===== src/rtl/core/mbrt_pkg.sv =====
// ----------------------------------------------------------------------------
// mbrt_pkg
// Shared types, codes and the CRC-16 byte step for the Modbus RTU read master.
// ----------------------------------------------------------------------------
package mbrt_pkg;

    // Item function codes
    localparam logic [1:0] FUNC_START = 2'd0;
    localparam logic [1:0] FUNC_BYTE  = 2'd1;
    localparam logic [1:0] FUNC_TICK  = 2'd2;

    // Configuration register indexes
    localparam int unsigned CFG_IDX_W = 1;
    localparam logic [CFG_IDX_W-1:0] CFG_TIMEOUT   = 1'b0;
    localparam logic [CFG_IDX_W-1:0] CFG_FIRST_REG = 1'b1;

    localparam logic [15:0] TIMEOUT_RESET   = 16'd200;
    localparam logic [15:0] FIRST_REG_RESET = 16'h0000;

    // Frame constants
    localparam logic [7:0]  FN_READ      = 8'h03;
    localparam logic [7:0]  FN_EXC_MASK  = 8'h80;
    localparam logic [15:0] READ_QTY     = 16'h0002;
    localparam logic [7:0]  BYTE_COUNT   = 8'h04;
    localparam logic [15:0] CRC_INIT     = 16'hFFFF;
    localparam logic [15:0] CRC_POLY     = 16'hA001;

    // Response byte positions
    localparam logic [3:0] RX_ADDR      = 4'd0;
    localparam logic [3:0] RX_FUNC      = 4'd1;
    localparam logic [3:0] RX_COUNT     = 4'd2;
    localparam logic [3:0] RX_W0_HI     = 4'd3;
    localparam logic [3:0] RX_W0_LO     = 4'd4;
    localparam logic [3:0] RX_W1_HI     = 4'd5;
    localparam logic [3:0] RX_W1_LO     = 4'd6;
    localparam logic [3:0] RX_CRC_LO    = 4'd7;

    // Request byte positions
    localparam logic [2:0] TX_ADDR      = 3'd0;
    localparam logic [2:0] TX_FUNC      = 3'd1;
    localparam logic [2:0] TX_REG_HI    = 3'd2;
    localparam logic [2:0] TX_REG_LO    = 3'd3;
    localparam logic [2:0] TX_CNT_HI    = 3'd4;
    localparam logic [2:0] TX_CNT_LO    = 3'd5;
    localparam logic [2:0] TX_CRC_LO    = 3'd6;
    localparam logic [2:0] TX_CRC_HI    = 3'd7;

    // Completion status codes
    localparam logic [2:0] ST_OK      = 3'd0;
    localparam logic [2:0] ST_TIMEOUT = 3'd1;
    localparam logic [2:0] ST_CRC     = 3'd2;
    localparam logic [2:0] ST_ADDR    = 3'd3;
    localparam logic [2:0] ST_EXC     = 3'd4;
    localparam logic [2:0] ST_FUNC    = 3'd5;
    localparam logic [2:0] ST_COUNT   = 3'd6;

    typedef enum logic [0:0] {
        PH_IDLE = 1'b0,
        PH_WAIT = 1'b1
    } phase_t;

    typedef struct packed {
        logic [1:0] func;
        logic [7:0] slave_address;
        logic [7:0] rx_byte;
    } item_t;

    typedef struct packed {
        logic               tx_valid;
        logic [7:0]         tx_byte;
        logic               last;
        logic               done_res;
        logic [2:0]         status;
        logic [7:0]         exception_code;
        logic [15:0]        moisture_tenths;
        logic signed [15:0] temperature_tenths;
    } result_t;

    // Work handed from the transaction engine to the output sequencer
    typedef struct packed {
        logic        start;
        logic        done;
        logic [7:0]  address;
        logic [15:0] first_reg;
        logic [2:0]  status;
        logic [7:0]  exc_code;
        logic [15:0] moist;
        logic [15:0] temp;
    } event_t;

    // One byte of CRC-16, reflected polynomial, bit at a time
    function automatic logic [15:0] crc_byte(input logic [15:0] crc, input logic [7:0] b);
        logic [15:0] c;
        c = crc ^ {8'h00, b};
        for (int k = 0; k < 8; k++)
        begin
            if (c[0])
                c = (c >> 1) ^ CRC_POLY;
            else
                c = c >> 1;
        end
        return c;
    endfunction

endpackage


===== src/rtl/core/mbrt_engine.sv =====
// ----------------------------------------------------------------------------
// mbrt_engine
// Transaction state: latches the target on start, collects and checks the
// response, counts the timeout, and raises one event per item with a result.
// ----------------------------------------------------------------------------
module mbrt_engine (
    input  logic                            clk,
    input  logic                            rst_n,
    input  logic                            cfg_we,
    input  logic [mbrt_pkg::CFG_IDX_W-1:0]  cfg_index,
    input  logic [15:0]                     cfg_data,
    input  logic                            accept,
    input  mbrt_pkg::item_t                 item,
    output mbrt_pkg::event_t                ev
);

    mbrt_pkg::phase_t phase_reg, phase_next;
    logic [15:0] timeout_reg;
    logic [15:0] first_reg_reg;
    logic [7:0]  target_reg, target_next;
    logic [3:0]  count_reg, count_next;
    logic [15:0] crc_reg, crc_next;
    logic [15:0] ticks_reg, ticks_next;
    logic [7:0]  hdr_reg [3];
    logic [15:0] word0_reg, word1_reg;
    logic [7:0]  crc_lo_reg;
    logic [15:0] rx_crc;

    // Configuration registers
    always_ff @(posedge clk or negedge rst_n)
    begin
        if (!rst_n)
        begin
            timeout_reg   <= mbrt_pkg::TIMEOUT_RESET;
            first_reg_reg <= mbrt_pkg::FIRST_REG_RESET;
        end
        else if (cfg_we)
        begin
            unique case (cfg_index)
                mbrt_pkg::CFG_TIMEOUT:   timeout_reg   <= cfg_data;
                mbrt_pkg::CFG_FIRST_REG: first_reg_reg <= cfg_data;
                default: ;
            endcase
        end
    end

    assign rx_crc = {item.rx_byte, crc_lo_reg};

    // Next state and event
    always_comb
    begin
        phase_next  = phase_reg;
        target_next = target_reg;
        count_next  = count_reg;
        crc_next    = crc_reg;
        ticks_next  = ticks_reg;
        ev          = '0;
        ev.address   = item.slave_address;
        ev.first_reg = first_reg_reg;

        if (accept)
        begin
            if (item.func == mbrt_pkg::FUNC_START)
            begin
                ev.start    = 1'b1;
                target_next = item.slave_address;
                phase_next  = mbrt_pkg::PH_WAIT;
                count_next  = '0;
                crc_next    = mbrt_pkg::CRC_INIT;
                ticks_next  = timeout_reg;
            end
            else if (phase_reg == mbrt_pkg::PH_WAIT && item.func == mbrt_pkg::FUNC_TICK)
            begin
                if (ticks_reg <= 16'd1)
                begin
                    ticks_next = '0;
                    phase_next = mbrt_pkg::PH_IDLE;
                    count_next = '0;
                    ev.done    = 1'b1;
                    ev.status  = mbrt_pkg::ST_TIMEOUT;
                end
                else
                begin
                    ticks_next = ticks_reg - 16'd1;
                end
            end
            else if (phase_reg == mbrt_pkg::PH_WAIT && item.func == mbrt_pkg::FUNC_BYTE)
            begin
                if (count_reg < mbrt_pkg::RX_CRC_LO)
                    crc_next = mbrt_pkg::crc_byte(crc_reg, item.rx_byte);
                if (count_reg > mbrt_pkg::RX_CRC_LO)
                begin
                    // Ninth byte: check in order crc, address, exception, function, count
                    phase_next = mbrt_pkg::PH_IDLE;
                    count_next = '0;
                    ev.done    = 1'b1;
                    priority if (rx_crc != crc_reg)
                        ev.status = mbrt_pkg::ST_CRC;
                    else if (hdr_reg[0] != target_reg)
                        ev.status = mbrt_pkg::ST_ADDR;
                    else if (hdr_reg[1] != mbrt_pkg::FN_READ && (hdr_reg[1] & mbrt_pkg::FN_EXC_MASK) != 8'h00)
                    begin
                        ev.status   = mbrt_pkg::ST_EXC;
                        ev.exc_code = hdr_reg[2];
                    end
                    else if (hdr_reg[1] != mbrt_pkg::FN_READ)
                        ev.status = mbrt_pkg::ST_FUNC;
                    else if (hdr_reg[2] != mbrt_pkg::BYTE_COUNT)
                        ev.status = mbrt_pkg::ST_COUNT;
                    else
                    begin
                        ev.status = mbrt_pkg::ST_OK;
                        ev.moist  = word0_reg;
                        ev.temp   = word1_reg;
                    end
                end
                else
                begin
                    count_next = count_reg + 4'd1;
                end
            end
        end
    end

    // Control state
    always_ff @(posedge clk or negedge rst_n)
    begin
        if (!rst_n)
        begin
            phase_reg  <= mbrt_pkg::PH_IDLE;
            target_reg <= '0;
            count_reg  <= '0;
            crc_reg    <= mbrt_pkg::CRC_INIT;
            ticks_reg  <= '0;
        end
        else
        begin
            phase_reg  <= phase_next;
            target_reg <= target_next;
            count_reg  <= count_next;
            crc_reg    <= crc_next;
            ticks_reg  <= ticks_next;
        end
    end

    // Capture response fields
    always_ff @(posedge clk)
    begin
        if (accept && phase_reg == mbrt_pkg::PH_WAIT && item.func == mbrt_pkg::FUNC_BYTE)
        begin
            unique case (count_reg)
                mbrt_pkg::RX_ADDR:   hdr_reg[0]       <= item.rx_byte;
                mbrt_pkg::RX_FUNC:   hdr_reg[1]       <= item.rx_byte;
                mbrt_pkg::RX_COUNT:  hdr_reg[2]       <= item.rx_byte;
                mbrt_pkg::RX_W0_HI:  word0_reg[15:8]  <= item.rx_byte;
                mbrt_pkg::RX_W0_LO:  word0_reg[7:0]   <= item.rx_byte;
                mbrt_pkg::RX_W1_HI:  word1_reg[15:8]  <= item.rx_byte;
                mbrt_pkg::RX_W1_LO:  word1_reg[7:0]   <= item.rx_byte;
                mbrt_pkg::RX_CRC_LO: crc_lo_reg       <= item.rx_byte;
                default: ;
            endcase
        end
    end

endmodule


===== src/rtl/core/mbrt_tx_seq.sv =====
// ----------------------------------------------------------------------------
// mbrt_tx_seq
// Result register: serialises the eight request bytes with a running CRC, or
// holds one completion result, and tells the item side when it can take more.
// ----------------------------------------------------------------------------
module mbrt_tx_seq (
    input  logic              clk,
    input  logic              rst_n,
    input  logic              accept,
    input  mbrt_pkg::event_t  ev,
    output logic              free,
    output logic              result_valid,
    input  logic              result_stall,
    output mbrt_pkg::result_t result
);

    logic        busy_reg;
    logic        frame_reg;
    logic [2:0]  idx_reg;
    logic [15:0] crc_reg;
    logic [7:0]  addr_reg;
    logic [15:0] first_reg_reg;
    logic [2:0]  status_reg;
    logic [7:0]  exc_reg;
    logic [15:0] moist_reg;
    logic [15:0] temp_reg;
    logic [7:0]  tx_byte;
    logic        take;
    logic        final_res;

    // Pick the request byte for the current position
    always_comb
    begin
        unique case (idx_reg)
            mbrt_pkg::TX_ADDR:   tx_byte = addr_reg;
            mbrt_pkg::TX_FUNC:   tx_byte = mbrt_pkg::FN_READ;
            mbrt_pkg::TX_REG_HI: tx_byte = first_reg_reg[15:8];
            mbrt_pkg::TX_REG_LO: tx_byte = first_reg_reg[7:0];
            mbrt_pkg::TX_CNT_HI: tx_byte = mbrt_pkg::READ_QTY[15:8];
            mbrt_pkg::TX_CNT_LO: tx_byte = mbrt_pkg::READ_QTY[7:0];
            mbrt_pkg::TX_CRC_LO: tx_byte = crc_reg[7:0];
            mbrt_pkg::TX_CRC_HI: tx_byte = crc_reg[15:8];
            default:             tx_byte = '0;
        endcase
    end

    assign take      = busy_reg && !result_stall;
    assign final_res = !frame_reg || idx_reg == mbrt_pkg::TX_CRC_HI;
    assign free      = !busy_reg || (take && final_res);

    // Drive the result fields
    always_comb
    begin
        result = '0;
        if (frame_reg)
        begin
            result.tx_valid = 1'b1;
            result.tx_byte  = tx_byte;
            result.last     = idx_reg == mbrt_pkg::TX_CRC_HI;
        end
        else
        begin
            result.done_res           = 1'b1;
            result.status             = status_reg;
            result.exception_code     = exc_reg;
            result.moisture_tenths    = moist_reg;
            result.temperature_tenths = temp_reg;
        end
    end

    assign result_valid = busy_reg;

    // Control: load on a new event, advance on each request taken
    always_ff @(posedge clk or negedge rst_n)
    begin
        if (!rst_n)
        begin
            busy_reg  <= 1'b0;
            frame_reg <= 1'b0;
            idx_reg   <= '0;
            crc_reg   <= mbrt_pkg::CRC_INIT;
        end
        else if (accept && (ev.start || ev.done))
        begin
            busy_reg  <= 1'b1;
            frame_reg <= ev.start;
            idx_reg   <= '0;
            crc_reg   <= mbrt_pkg::CRC_INIT;
        end
        else if (take)
        begin
            if (final_res)
                busy_reg <= 1'b0;
            else
                idx_reg <= idx_reg + 3'd1;
            if (frame_reg && idx_reg < mbrt_pkg::TX_CRC_LO)
                crc_reg <= mbrt_pkg::crc_byte(crc_reg, tx_byte);
        end
    end

    // Payload: hold event contents
    always_ff @(posedge clk)
    begin
        if (accept && (ev.start || ev.done))
        begin
            addr_reg      <= ev.address;
            first_reg_reg <= ev.first_reg;
            status_reg    <= ev.status;
            exc_reg       <= ev.exc_code;
            moist_reg     <= ev.moist;
            temp_reg      <= ev.temp;
        end
    end

endmodule


===== src/rtl/core/modbus_rtu_read_transaction.sv =====
// ----------------------------------------------------------------------------
// modbus_rtu_read_transaction
// Modbus RTU master for one read of two holding registers.
// ----------------------------------------------------------------------------
// Items (start, received byte, timer tick) are taken one per clock when the
// item channel does not stall; their effect on the transaction is settled in
// that cycle, and a result, when there is one, appears in the result register
// from the next cycle. A start item yields the eight request bytes through
// that single result register, one per transfer, with the request CRC built
// a byte at a time as they leave; the item channel stalls until the last of
// them is being taken, so a start costs eight result transfers, and a
// completion result one transfer. No clearing pass follows reset.
// ----------------------------------------------------------------------------
module modbus_rtu_read_transaction (
    input  logic                            clk,
    input  logic                            rst_n,
    input  logic                            cfg_we,
    input  logic [mbrt_pkg::CFG_IDX_W-1:0]  cfg_index,
    input  logic [15:0]                     cfg_data,
    input  logic                            item_valid,
    output logic                            item_stall,
    input  mbrt_pkg::item_t                 item,
    output logic                            result_valid,
    input  logic                            result_stall,
    output mbrt_pkg::result_t               result
);

    logic             free;
    logic             accept;
    mbrt_pkg::event_t ev;

    assign item_stall = !free;
    assign accept     = item_valid && free;

    mbrt_engine u_engine (
        .clk       (clk),
        .rst_n     (rst_n),
        .cfg_we    (cfg_we),
        .cfg_index (cfg_index),
        .cfg_data  (cfg_data),
        .accept    (accept),
        .item      (item),
        .ev        (ev)
    );

    mbrt_tx_seq u_tx_seq (
        .clk          (clk),
        .rst_n        (rst_n),
        .accept       (accept),
        .ev           (ev),
        .free         (free),
        .result_valid (result_valid),
        .result_stall (result_stall),
        .result       (result)
    );

endmodule

===== config.mk =====
export PLATFORM = sky130hd
export DESIGN_NAME = modbus_rtu_read_transaction
export DESIGN_NICKNAME = d
export VERILOG_FILES = /design/src/rtl/core/mbrt_pkg.sv /design/src/rtl/core/mbrt_engine.sv /design/src/rtl/core/mbrt_tx_seq.sv /design/src/rtl/core/modbus_rtu_read_transaction.sv
export SDC_FILE = /design/constraint.sdc
export NUM_CORES = 1
export LEC_CHECK = 0
export ABC_AREA = 1
export BUFFER_PORTS_ARGS = -buffer_cell sky130_fd_sc_hd__buf_2
export CAP_MARGIN = 20
export CORE_MARGIN = 2
export CORE_UTILIZATION = 60
export CTS_BUF_LIST = sky130_fd_sc_hd__clkbuf_8
export DETAILED_ROUTE_END_ITERATION = 8
export PLACE_DENSITY_LB_ADDON = 0.1
export SLEW_MARGIN = 30
export SYNTH_ARGS = -nofsm -noshare
export SYNTH_HDL_FRONTEND = slang
export SYNTH_SLANG_ARGS = --single-unit

===== constraint.sdc =====
create_clock -name clk -period 3.7 [get_ports clk]
set_clock_uncertainty 0.1 [all_clocks]
set_input_delay 0.555 -clock clk [delete_from_list [all_inputs] [get_ports clk]]
set_output_delay 0.555 -clock clk [all_outputs]
set_load 0.01 [all_outputs]

# Word level (Yosys, flattened, before mapping)

Memory sizes are Yosys's and may differ from the RTL's.
Cells that the tools add are included.

Bits in registers: 205
Memory bits (writable): 24
Bits of input ports: 40
Output and inout port bits: 56
Word-level logic and storage cells: 262
Memories: 1

Add/subtract/negate cells: 3
$lt $le $gt $ge: 4
Equality and inequality tests: 23
Mux-type cells: 138
Bitwise operators: 23
Reduce and logical (&&, ||, !) cells: 48

Memories:

| memory           | words | bits a word | rd ports | clocked after memory_dff | wr ports | RTL line          | source |
|---|---|---|---|---|---|---|---|
| u_engine.hdr_reg | 3     | 8           | 3        | 0                        | 1        | mbrt_engine.sv:24 | `logic [7:0] hdr_reg [3];` |

Operators by type and width:

| cell                                                  | number |
|---|---|
| 2-to-1 mux 16 bit                                     | 82 |
| 2-to-1 mux 32 bit                                     | 3 |
| 2-to-1 mux 43 bit                                     | 2 |
| 2-to-1 mux 40 bit                                     | 2 |
| case mux 8 bit (8 select lines)                       | 1 |
| NOT 2 -> 3 bit                                        | 16 |
| 2-to-1 mux 44 bit                                     | 1 |
| bitwise XOR 16 x 8 -> 16 bit                          | 2 |
| 2-to-1 mux 3 bit                                      | 9 |
| 2-to-1 mux 1 bit                                      | 26 |
| 2-to-1 mux 8 bit                                      | 3 |
| AND reduction 2 bit                                   | 12 |
| OR reduction 8 bit                                    | 3 |
| 2-to-1 mux 4 bit                                      | 5 |
| == test 4 x 3 -> 1 bit (second input constant)        | 4 |
| <= comparator 16 x 1 -> 1 bit (second input constant) | 1 |
| != test 16 bit                                        | 1 |
| subtractor 16 x 1 -> 16 bit (second input constant)   | 1 |
| == test 3 bit (second input constant)                 | 4 |
| nonzero test 2 bit                                    | 6 |
| logical AND 1 bit                                     | 10 |
| 2-to-1 mux 10 bit                                     | 1 |
| OR reduction 10 bit                                   | 1 |
| == test 4 x 2 -> 1 bit (second input constant)        | 2 |
| other kinds (27)                                      | 41 |

# Logic depth before layout (Yosys ltp)

Depth in word-level cells: 56
Mapped depth: 24
Mapped depth without buffers: 22

# Modules after synthesis

A second synthesis with hierarchy kept.

Cell total of the unflattened synthesis: 1188
Area, all modules: 11088.1 µm²

Modules (own cells, without submodules):

| module                      | times used | cells each | area each (µm²) | sequential area each (µm²) |
|---|---|---|---|---|
| mbrt_engine                 | 1          | 745        | 6847.8          | 3872.5 |
| mbrt_tx_seq                 | 1          | 440        | 4229.1          | 2557.5 |
| modbus_rtu_read_transaction | 1          | 3          | 11.3            | 0.0 |

# Worst setup path after synthesis

Ideal clock, no wire load.

Path type: flip-flop to flip-flop
Start point: register u_tx_seq.idx_reg[1]
End point: register u_tx_seq.crc_reg[13]
Library setup time: 81 ps
Data arrival time: 2659 ps
Data required time: 3519 ps
Path slack: 860 ps
Stages on the path, launching flop included: 17
Path buffers: 2
Period minus slack after synthesis: 2840 ps
Cells stage by stage: dfrtp_1 > ha_1 > ha_1 > buf_2 > nor2_2 > inv_2 > a21oi_2 > inv_2 > nand2_4 > nor2_2 > a31oi_4 > nand2_4 > inv_2 > nor2_8 > nor2_4 > buf_6 > a32oi_1

Cells in the longest elaborated chain, start to end: 37
Elaborated cells on any way between the ends: 62
Classes of those cells: order compare: 1; eq/ne: 7; mux: 34; bitwise: 9; reduce/logical: 11

Ends and longest elaborated chain:

| element                                                    | RTL line                             | source |
|---|---|---|
| start: declaration                                         | mbrt_tx_seq.sv:19                    | `logic [2:0] idx_reg;` |
| start signal: assignment                                   | mbrt_tx_seq.sv:95                    | `idx_reg <= idx_reg + 3'd1;` |
| == test 3 bit, or another cell as far along                | mbrt_tx_seq.sv:34, mbrt_tx_seq.sv:48 |  |
| case mux 8 bit (8 select lines)                            | mbrt_tx_seq.sv:34                    | `unique case (idx_reg)` |
| bitwise XOR 16 x 8 -> 16 bit                               | mbrt_pkg.sv:94                       | `c = crc ^ {8'h00, b};` |
| 2-to-1 mux 16 bit / NOT 2 -> 3 bit (equally long branches) | n/a                                  |  |
| 2-to-1 mux 16 bit, on equally long branches                | mbrt_tx_seq.sv:96, mbrt_pkg.sv:97    |  |
| 2-to-1 mux 16 bit, on equally long branches                | mbrt_tx_seq.sv:90, mbrt_tx_seq.sv:96 |  |
| 2-to-1 mux 16 bit, on equally long branches                | mbrt_tx_seq.sv:83, mbrt_tx_seq.sv:90 |  |
| 2-to-1 mux 16 bit, or another cell as far along            | mbrt_pkg.sv:97                       | `if (c[0])` |
| (+21 left out)                                             | n/a                                  |  |
| 2-to-1 mux 16 bit                                          | mbrt_tx_seq.sv:96                    | `if (frame_reg && idx_reg < mbrt_pkg::TX_CRC_LO)` |
| 2-to-1 mux 16 bit                                          | mbrt_tx_seq.sv:90                    | `else if (take)` |
| 2-to-1 mux 16 bit                                          | mbrt_tx_seq.sv:83                    | `else if (accept && (ev.start \|\| ev.done))` |
| NOT 2 -> 3 bit (no source line)                            | n/a                                  |  |
| 2-to-1 mux 16 bit                                          | mbrt_pkg.sv:97                       |  |
| 2-to-1 mux 16 bit                                          | mbrt_tx_seq.sv:96                    |  |
| 2-to-1 mux 16 bit                                          | mbrt_tx_seq.sv:90                    |  |
| 2-to-1 mux 16 bit                                          | mbrt_tx_seq.sv:83                    |  |
| end signal: assignment                                     | mbrt_tx_seq.sv:81                    | `crc_reg <= mbrt_pkg::CRC_INIT;` |
| end signal: assignment                                     | mbrt_tx_seq.sv:88                    | `crc_reg <= mbrt_pkg::CRC_INIT;` |
| end signal: assignment                                     | mbrt_tx_seq.sv:97                    | `crc_reg <= mbrt_pkg::crc_byte(crc_reg, tx_byte);` |
| end: declaration                                           | mbrt_tx_seq.sv:20                    | `logic [15:0] crc_reg;` |

Several ways; a longest one is shown, not always the timed one. The select of a mux whose other input is x is not followed.
A chain may end at the register's enable or synchronous reset.

# Final worst setup path

Start point: register u_tx_seq.idx_reg[1]
End point: register u_tx_seq.moist_reg[0], enable pin

Cells in the longest elaborated chain, start to end: 8

Ends and longest elaborated chain:

| element                | RTL line                          | source |
|---|---|---|
| == test 3 bit *        | mbrt_tx_seq.sv:48                 | `assign final_res = !frame_reg \|\| idx_reg == mbrt_pkg::TX_CRC_HI;` |
| logical OR 1 bit *     | mbrt_tx_seq.sv:48                 |  |
| logical AND 1 bit *    | mbrt_tx_seq.sv:49                 | `assign free = !busy_reg \|\| (take && final_res);` |
| logical OR 1 bit *     | mbrt_tx_seq.sv:49                 |  |
| logical AND 1 bit *    | modbus_rtu_read_transaction.sv:33 | `assign accept = item_valid && free;` |
| 2-to-1 mux 2 bit       | mbrt_engine.sv:61                 | `if (accept)` |
| logical OR 1 bit       | mbrt_tx_seq.sv:104                | `if (accept && (ev.start \|\| ev.done))` |
| logical AND 1 bit *    | mbrt_tx_seq.sv:104                |  |
| end signal: assignment | mbrt_tx_seq.sv:110                | `moist_reg <= ev.moist;` |
| end: declaration       | mbrt_tx_seq.sv:25                 | `logic [15:0] moist_reg;` |

Every way passes the cells marked *; elsewhere a longest branch is shown, timed or not.

==> run metrics <==
CP Launch Type=flip-flop; post-synthesis cell count=1092; Mapped Area=10740 µm²; worst min path class=input port to flip-flop; Ys Warns=0; Hold Path Origin=item[14]; total gr overflow=0; Rel. slew slack=42.12%; Starting Density=61.67%; Max FO, Critical Path=51; n_diodes=0; share of cells above drive strength 1=21.11%; final setup fails=0; drt total wl=approximately 22000 µm; Via density=~5.1; setup total negative slack=0 ns; Core ar.=17420 µm²; Yosys top cell by area=edfxtp_1; DRC viols=0; cell leakage power=5.667 nW; reg2reg setup slack=0.29 ns; CP Launch Point=u_tx_seq.idx_reg[1]; fin crit share=92.06%; post-CTS setup buffer count=0; global-route wire length before repair=35030 µm; Worst-Margin Slew=0.8660 ns; DRT Pass-1 Iters=6; max FFs per register=24; FF-to-FF Start=u_tx_seq.idx_reg[1]; num rows=48; top cells by area, synth=edfxtp_1 37%, dfrtp_1 15%, dfstp_2 8.6%, nand2_1 6.5%, inv_1 6.1%; clock-pin slew of the registers on the worst-case setup and hold paths=~0.060 ns; Final #Nets=1263; top_reg_cell synth=edfxtp_1; TritonCTS Buffers=38; Mapped Nets=1143; vias in the first global route=7036; Total GRT Usage=24.10%; Slew Viols, Final=0; WHS=~0.13 ns; share of the synthesized area in the top cell type=36.62%; Worst Hold Depth=1; DIE AREA=18990 µm²; WL per Instance=between 10 and 15 µm; largest net degree at the start of global routing=72; overall power=roughly 9.1 mW; fmax=~290 MHz; Die X-Extent=137.8 µm; max-cap violations=0; die height=137.8 µm; Worst-Skew Late Latency=0.53 ns; io pins=96; kind of critical path=flip-flop to flip-flop; CTS max path bufs=3; count leader, synth=nand2_1; post-route ant nets=0; clk sinks=229; worst path arrival time=3.48 ns; count of cell types in the netlist=54; asr flop ratio synth=42.79%; register area share after synthesis=59.86%; post-DP HPWL=15200 µm; DR iter-0 viols=513; CTS tree=yes; cts hold-fix bufs=0; DP Cell Count=approximately 1400; min Tclk post-route=3.406 ns; Synth Area per Inst=about 9.8 µm²; Worst Path Required=3.77 ns; # port buffers=95; Commonest cells post-synth=187 x nand2_1, 174 x inv_1, 135 x nor2_1; Fin. Hold Viols=0; initial antenna violation count=0; Post-synth EDFFs=131; Crit. End Element=flip-flop; RD Place Congestion=0.8722; R2R cell count=13; hold endpoint=u_tx_seq.addr_reg[6]; IR drop worst, VDD=~0.00068 V; routed vias=about 7500; CTS resizes=0; Syn-to-layout area delta=13.19%; R2R Path End=u_tx_seq.moist_reg[0]; unrepaired setup endpoints after global routing=false; Non-Filler Instances=1466; Root Driver=clkbuf_8; status=finished, final reports clean; synthesized flop and latch total=229; H-tree levels=2; power per standard cell area=748.2 nW/µm²
power by group:
| part | switching [mW] | internal [mW] |
|---|---|---|
| clock | 0.975 | 1.08 |
| sequential | 0.337 | 3.26 |
| combinational | 2.18 | 1.27 |
| total | 3.49 | 5.61 |
cells in the final DEF (no fill, tap or decap), types with 5 or more instances in the layout:
cell / count
buf_2: 94
nor2_1: 135
a22oi_1: 16
dfstp_2: 35
inv_1: 187
ha_1: 11
or2_2: 10
nor3_1: 16
nor4_1: 8
nand2_2: 17
nand3_1: 46
clkbuf_8: 40
clkinv_1: 10
nand2_1: 187
nor2_2: 6
a21oi_1: 34
o21ai_0: 49
o21ai_2: 5
xor2_1: 22
dfrtp_1: 63
nand3_2: 5
xnor2_1: 23
nand4_1: 6
edfxtp_1: 131
or2_1: 6
a32oi_1: 5
inv_2: 10
buf_4: 16
kinds of logic (layout without fill, tap and decap cells):
| kind of cell | after synthesis | after routing | synth area share (%) |
|---|---|---|---|
| flops | 229 | 229 | 59.86 |
| buf+inv | 218 | 367 | 8.189 |
| simple gates | 453 | 453 | 18.89 |
| compound gates | 134 | 134 | 7.746 |
| xor+xnor | 47 | 47 | 4.030 |
| fa+ha+maj | 11 | 11 | 1.281 |
area by class of cell:
class	count	area, µm²
Clock inverter	29	148.9
Fill cell	1414	5259
Sequential cell	229	6430
Timing Repair Buffer	112	611.8
Inverter	186	703.2
Clock buffer	40	550.5
Tap cell	225	281.5
Multi-Input combinational cell	645	3432
metrics by stage:
step	setup slack (ns)	instance area (µm²)	utilization, %
after floorplan	0.8601	10740	-
after detailed placement	0.3186	11440	65.71
after global routing	0.01252	12160	69.81
after global placement	0.4598	11440	65.71
after CTS	0.2918	12140	69.73
final	0.2939	12160	69.81
critical path, stage by stage (launching register included):
cell	delay (ns)
dfrtp_1	0.43
ha_1	0.21
ha_1	0.41
nor2_2	0.08
inv_2	0.08
a21oi_2	0.06
inv_2	0.08
nand2_4	0.08
nor2_2	0.16
a31oi_4	0.06
nand2_4	0.12
inv_2	0.07
nor2_8	0.62
buf_4	0.46
worst max path at each step:
| stage | to | slack [ns] | cells after the start |
|---|---|---|---|
| 3_5_place_dp | u_tx_seq.exc_reg[5] | 0.32 | 13 |
| 3_3_place_gp | u_tx_seq.exc_reg[5] | 0.46 | 13 |
| 5_1_grt | u_tx_seq.moist_reg[0] | 0.01 | 13 |
| 4_1_cts | u_tx_seq.moist_reg[0] | 0.29 | 13 |
| 2_1_floorplan | u_tx_seq.crc_reg[13] | 0.86 | 16 |
| 6_report | u_tx_seq.moist_reg[0] | 0.29 | 13 |
routing by layer:
| layer | up-vias | GRT usage [%] | part of all wire (%) |
|---|---|---|---|
| met2 | 191 | 36.59 | 45 |
| met3 | 29 | 5.519 | 5.7 |
| li1 | 3769 | - | - |
| met4 | 0 | 7.483 | 1.6 |
| met5 | - | 0 | 0 |
| met1 | 3530 | 34.94 | 47 |
(Power assumes the default switching activity.)
